[src/sv/vwi_pkg.sv]
// Shared constants for the vertex weld indexer.
package vwi_pkg;

    // Defaults of the top-level parameters.
    localparam int MAX_VERTS_DEF  = 1024;
    localparam int COORD_BITS_DEF = 32;

    // Port field widths.
    localparam int COORD_W   = 32;
    localparam int TOL_W     = 16;
    localparam int IDX_OUT_W = 10;
    localparam int S_DATA_W  = 3 * COORD_W;
    localparam int S_USER_W  = 2;
    localparam int M_DATA_W  = 16;
    localparam int M_PAD_W   = M_DATA_W - IDX_OUT_W - 2;

    // Bit positions in s_tuser.
    localparam int USER_KIND_BIT  = 0;
    localparam int USER_START_BIT = 1;

    localparam logic [TOL_W-1:0] TOL_RESET = 16'd1;

endpackage

[src/sv/vwi_match.sv]
// Per-axis tolerance compare of a vertex against one stored vertex.
module vwi_match #(
    parameter int CW = vwi_pkg::COORD_BITS_DEF
) (
    input  logic [CW-1:0]              vx,
    input  logic [CW-1:0]              vy,
    input  logic [CW-1:0]              vz,
    input  logic [CW-1:0]              sx,
    input  logic [CW-1:0]              sy,
    input  logic [CW-1:0]              sz,
    input  logic [vwi_pkg::TOL_W-1:0]  tol,
    output logic                       hit
);

    localparam int DW = (CW + 1 > vwi_pkg::TOL_W) ? CW + 1 : vwi_pkg::TOL_W;

    // The difference of two CW-bit signed values always fits in CW+1 bits.
    function automatic logic axis_close(input logic [CW-1:0] a,
                                        input logic [CW-1:0] b,
                                        input logic [vwi_pkg::TOL_W-1:0] t);
        logic [CW:0] d;
        logic [CW:0] mag;
        d   = {a[CW-1], a} - {b[CW-1], b};
        mag = d[CW] ? (~d + 1'b1) : d;
        return DW'(mag) < DW'(t);
    endfunction

    assign hit = axis_close(vx, sx, tol) && axis_close(vy, sy, tol) &&
                 axis_close(vz, sz, tol);

endmodule

[config.mk]
export PLATFORM = sky130hd
export DESIGN_NAME = vwi_match
export DESIGN_NICKNAME = d
export VERILOG_FILES = /design/src/sv/vwi_pkg.sv /design/src/sv/vwi_match.sv
export SDC_FILE = /design/constraint.sdc
export NUM_CORES = 1
export LEC_CHECK = 0
export ABC_AREA = 0
export BUFFER_PORTS_ARGS = -buffer_cell sky130_fd_sc_hd__buf_2
export CAP_MARGIN = 20
export CORE_UTILIZATION = 55
export DETAILED_ROUTE_END_ITERATION = 10
export PLACE_DENSITY = 0.91
export SLEW_MARGIN = 10
export SYNTH_ARGS = -nofsm -noshare
export SYNTH_HDL_FRONTEND = slang
export SYNTH_SLANG_ARGS = --single-unit
export TNS_END_PERCENT = 50
[constraint.sdc]
create_clock -name vclk -period 7.1
set_input_delay 0.71 -clock vclk [all_inputs]
set_output_delay 0.71 -clock vclk [all_outputs]
set_load 0.005 [all_outputs]
==> parameters.txt <==
Parameter                              Value

Yosys
  Number of nets produced by synthesis ... 1837
  Area of the mapped netlist ... about 9700 sq um
  Gate count after technology mapping ... 1482
  Share of the synthesized area in the top cell type ... roughly a fifth
  Sequential fraction of the synthesis area ... 0%
  Cell accounting for the most synthesized area ... sky130_fd_sc_hd__ha_1
  Synth Warn # ... 0
  Synth cell types ... 98
  Largest cells by area after synthesis ... sky130_fd_sc_hd__ha_1, sky130_fd_sc_hd__a21oi_1, sky130_fd_sc_hd__xnor2_1
  Post-Synthesis Mean Instance Area ... 6.53 sq um

Timing
  Actual transition at the worst max-transition pin ... around 0.74 ns
  Relative slew slack ... roughly half
  Fin crit period ... approximately 6.7 ns
  Final setup violation count ... 0
  Slew Viols, Final ... 0
  Final WS setup ... around 0.36 ns
  Maximum frequency from static timing analysis ... around 0.15 GHz
  Post-route clock period utilization ... 95.0%
  Final hold vios ... 0

Critical path
  Worst setup EP type ... output pin
  Critical Path Start ... vy[0]
  Endpoint required time on the critical path ... about 6.4 ns
  Type of the worst setup path ... input pin to output pin
  CP Depth ... 28
  Crit path capture ... hit
  Worst endpoint data arrival time ... ~6.0 ns
  Family with the most delay on the worst path ... simple AND/OR/NAND/NOR gates
  Number of buffer and inverter stages on the critical path ... 4
  Slowest cell on the critical path ... sky130_fd_sc_hd__or4_4
  Maximum fanout along the worst path ... 7
  Startpoint types ... input pin
  Delay of the slowest critical-path stage ... between 0.5 and 0.6 ns

Run
  Number of max-cap violations ... 0

Routing
  Detailed Route Iter0 Violations ... 987
  Routed wire length per instance ... roughly 15 um
  Number of search-and-repair iterations in the first detailed-routing pass ... 5
  Via Count ... about 12000
  Remaining antenna violation count ... 0
  Post-route DRC violation count ... 0
  Total wire length after detailed routing ... 28500 um
  Per-cell via count in the routed design ... just over 6

Power
  Sequential group share of total power ... 0%
  Ratio of total power to cell area ... 120 nW/um^2
  Internal power contribution ... 552 uW
  Overall power consumption ... between 1000 and 1500 uW
  Proportion of power drawn by the clock network ... 0%
  P_sw ... about 790 uW
  Leakage power ... between 0.005 and 0.006 uW
  Share of total power consumed by net switching ... 58.9%
  Worst-case vdd ir drop ... roughly 0.000053 V
  Gate power share ... 100.0%

Global routing
  Antenna violations before repair ... 0
  Global-route usage over all layers ... ~30%
  First-pass GRT wire length ... between 40000 and 50000 um
  Maximum number of pins on one net before global-route repair ... 16
  Number of global-route vias before repair ... ~10000
  Total congestion overflow ... 0

Finish
  Finished Cell Area ... about 11000 sq um
  Filler cell count ... between 1500 and 2000
  Total of clock buffers placed in the layout ... 0
  Non-filler instance count after layout ... approximately 1900
  Util after Layout ... 64.9%
  Synthesis-to-layout area growth ... 15.6%
  Register Area ... 0 sq um
  Count of sequential standard cells ... 0
  Net count, final ... slightly above 2000
  Diodes inserted ... 0
  Fraction of final layout cells sized beyond drive strength 1 ... 17.5%

Status
  Outcome ... finished, final reports clean

Placement
  Final estimated routing congestion in global placement ... 0.967
  Cell count after placement ... between 1500 and 2000
  Number of buffer cells added on primary ports ... roughly 210
  Placed wire-length estimate after detailed placement ... ~24000 um
  Instance area after placement ... 11100 sq um
  Setup WS pre-CTS ... 0.0813 ns

Die
  DIE HEIGHT ... between 100 and 150 um
  CORE AREA ... around 17000 sq um
  Starting density of the core ... between 50% and 60%
  Die area ... around 18000 sq um
  I/O pin total ... about 210
  Number of rows in the core area ... 48
  Horiz. Die Dim ... about 130 um

Min path
  Worst hold path class ... input pin to output pin

Clocking
  CTS Hold Buffers Added ... 0
## cells by family (layout without fill, tap and decap cells)
logic type,after synthesis,after routing,share of synthesized area [%]
AND/OR/NAND/NOR,521,521,27.1
AO/OA/AOI/OAI,515,515,35.2
buffers and inverters,174,379,6.94
adder cells (fa/ha/maj),147,147,19.2
XOR/XNOR,115,115,10.4
multiplexers,10,10,1.06
## metal layers
layer  vias to the layer above  routed length, um  part of all wire [%]  GRT usage, %
met3                        50               1760                   6.2          1.54
met4                         0                549                   1.9          6.12
met1                      5360              13000                    45          40.3
li1                       5923                  -                     -             -
met5                         -                  0                     0             0
met2                       487              13200                    46          52.5
## stage by stage
step	hold WS, ns	setup TNS (ns)
6_report	2.28	0
5_1_grt	2.29	-0.0213
4_1_cts	2.24	0
3_5_place_dp	2.23	0
3_3_place_gp	2.23	0
2_1_floorplan	1.91	0
## power groups by stage
stage	clock network (uW)	logic, uW	registers, uW
after floorplan	0	961	0
after global placement	0	1250	0
after detailed placement	0	1290	0
after CTS	0	1300	0
after global routing	0	1480	0
final	0	1340	0
## cells in the mapped netlist (9+ instances only)
library cell and count:
sky130_fd_sc_hd__and3_1 13, sky130_fd_sc_hd__o31ai_1 11, sky130_fd_sc_hd__xnor2_1 71, sky130_fd_sc_hd__a211oi_1 20, sky130_fd_sc_hd__nand2_1 150, sky130_fd_sc_hd__nor2_1 124
sky130_fd_sc_hd__o21ai_1 9, sky130_fd_sc_hd__o21ai_0 107, sky130_fd_sc_hd__nor4_1 19, sky130_fd_sc_hd__clkbuf_1 33, sky130_fd_sc_hd__inv_1 135, sky130_fd_sc_hd__nor2b_1 9
sky130_fd_sc_hd__and2_1 16, sky130_fd_sc_hd__o2111ai_1 12, sky130_fd_sc_hd__ha_1 144, sky130_fd_sc_hd__a21oi_1 145, sky130_fd_sc_hd__nand4_1 27, sky130_fd_sc_hd__xor2_1 44
sky130_fd_sc_hd__a31oi_1 21, sky130_fd_sc_hd__o211ai_1 19, sky130_fd_sc_hd__nand2b_1 20, sky130_fd_sc_hd__o21a_1 23, sky130_fd_sc_hd__nand3_1 34, sky130_fd_sc_hd__or3_1 16
sky130_fd_sc_hd__nor3_1 37, sky130_fd_sc_hd__a21o_1 37
## cells in the final DEF (no fill, tap or decap), types with 9 or more instances in the layout
cell type                   netlist  layout
sky130_fd_sc_hd__a211oi_1        20      20
sky130_fd_sc_hd__a21o_1          37      37
sky130_fd_sc_hd__a21oi_1        145     142
sky130_fd_sc_hd__a31oi_1         21      21
sky130_fd_sc_hd__and2_1          16      16
sky130_fd_sc_hd__and3_1          13      13
sky130_fd_sc_hd__buf_2            3     209
sky130_fd_sc_hd__buf_4            0      35
sky130_fd_sc_hd__ha_1           144     144
sky130_fd_sc_hd__inv_1          135     135
sky130_fd_sc_hd__nand2_1        150     150
sky130_fd_sc_hd__nand2b_1        20      19
sky130_fd_sc_hd__nand3_1         34      34
sky130_fd_sc_hd__nand4_1         27      27
sky130_fd_sc_hd__nor2_1         124     123
sky130_fd_sc_hd__nor2b_1          9       9
sky130_fd_sc_hd__nor3_1          37      36
sky130_fd_sc_hd__nor4_1          19      17
sky130_fd_sc_hd__o2111ai_1       12      12
sky130_fd_sc_hd__o211ai_1        19      19
sky130_fd_sc_hd__o21a_1          23      22
sky130_fd_sc_hd__o21ai_0        107     105
sky130_fd_sc_hd__o21ai_1          9      10
sky130_fd_sc_hd__o31ai_1         11      11
sky130_fd_sc_hd__or3_1           16      16
sky130_fd_sc_hd__xnor2_1         71      71
sky130_fd_sc_hd__xor2_1          44      44
## cell type report
class                      count  area, sq um  share of cell area [%]
inverter                     135          507                    4.53
multi-input combinational   1308         9090                    81.3
tap                          225          282                    2.52
timing repair buffer         244         1310                    11.7
## worst min path at each step
| stage | from | end | slack (ns) | depth (start not counted) |
|---|---|---|---|---|
| floorplan | vz[31] | hit | 1.91 | 5 |
| global placement | vz[31] | hit | 2.23 | 7 |
| detailed placement | vz[31] | hit | 2.23 | 7 |
| CTS | vz[31] | hit | 2.24 | 7 |
| global route | vz[31] | hit | 2.29 | 7 |
| finish | vz[31] | hit | 2.28 | 7 |
## timing repair
action	CTS	global route
setup endpoints to repair	0	1
setup buffers	0	5
gates resized for setup	0	19
Note: power is estimated with default switching activity, not from simulation.
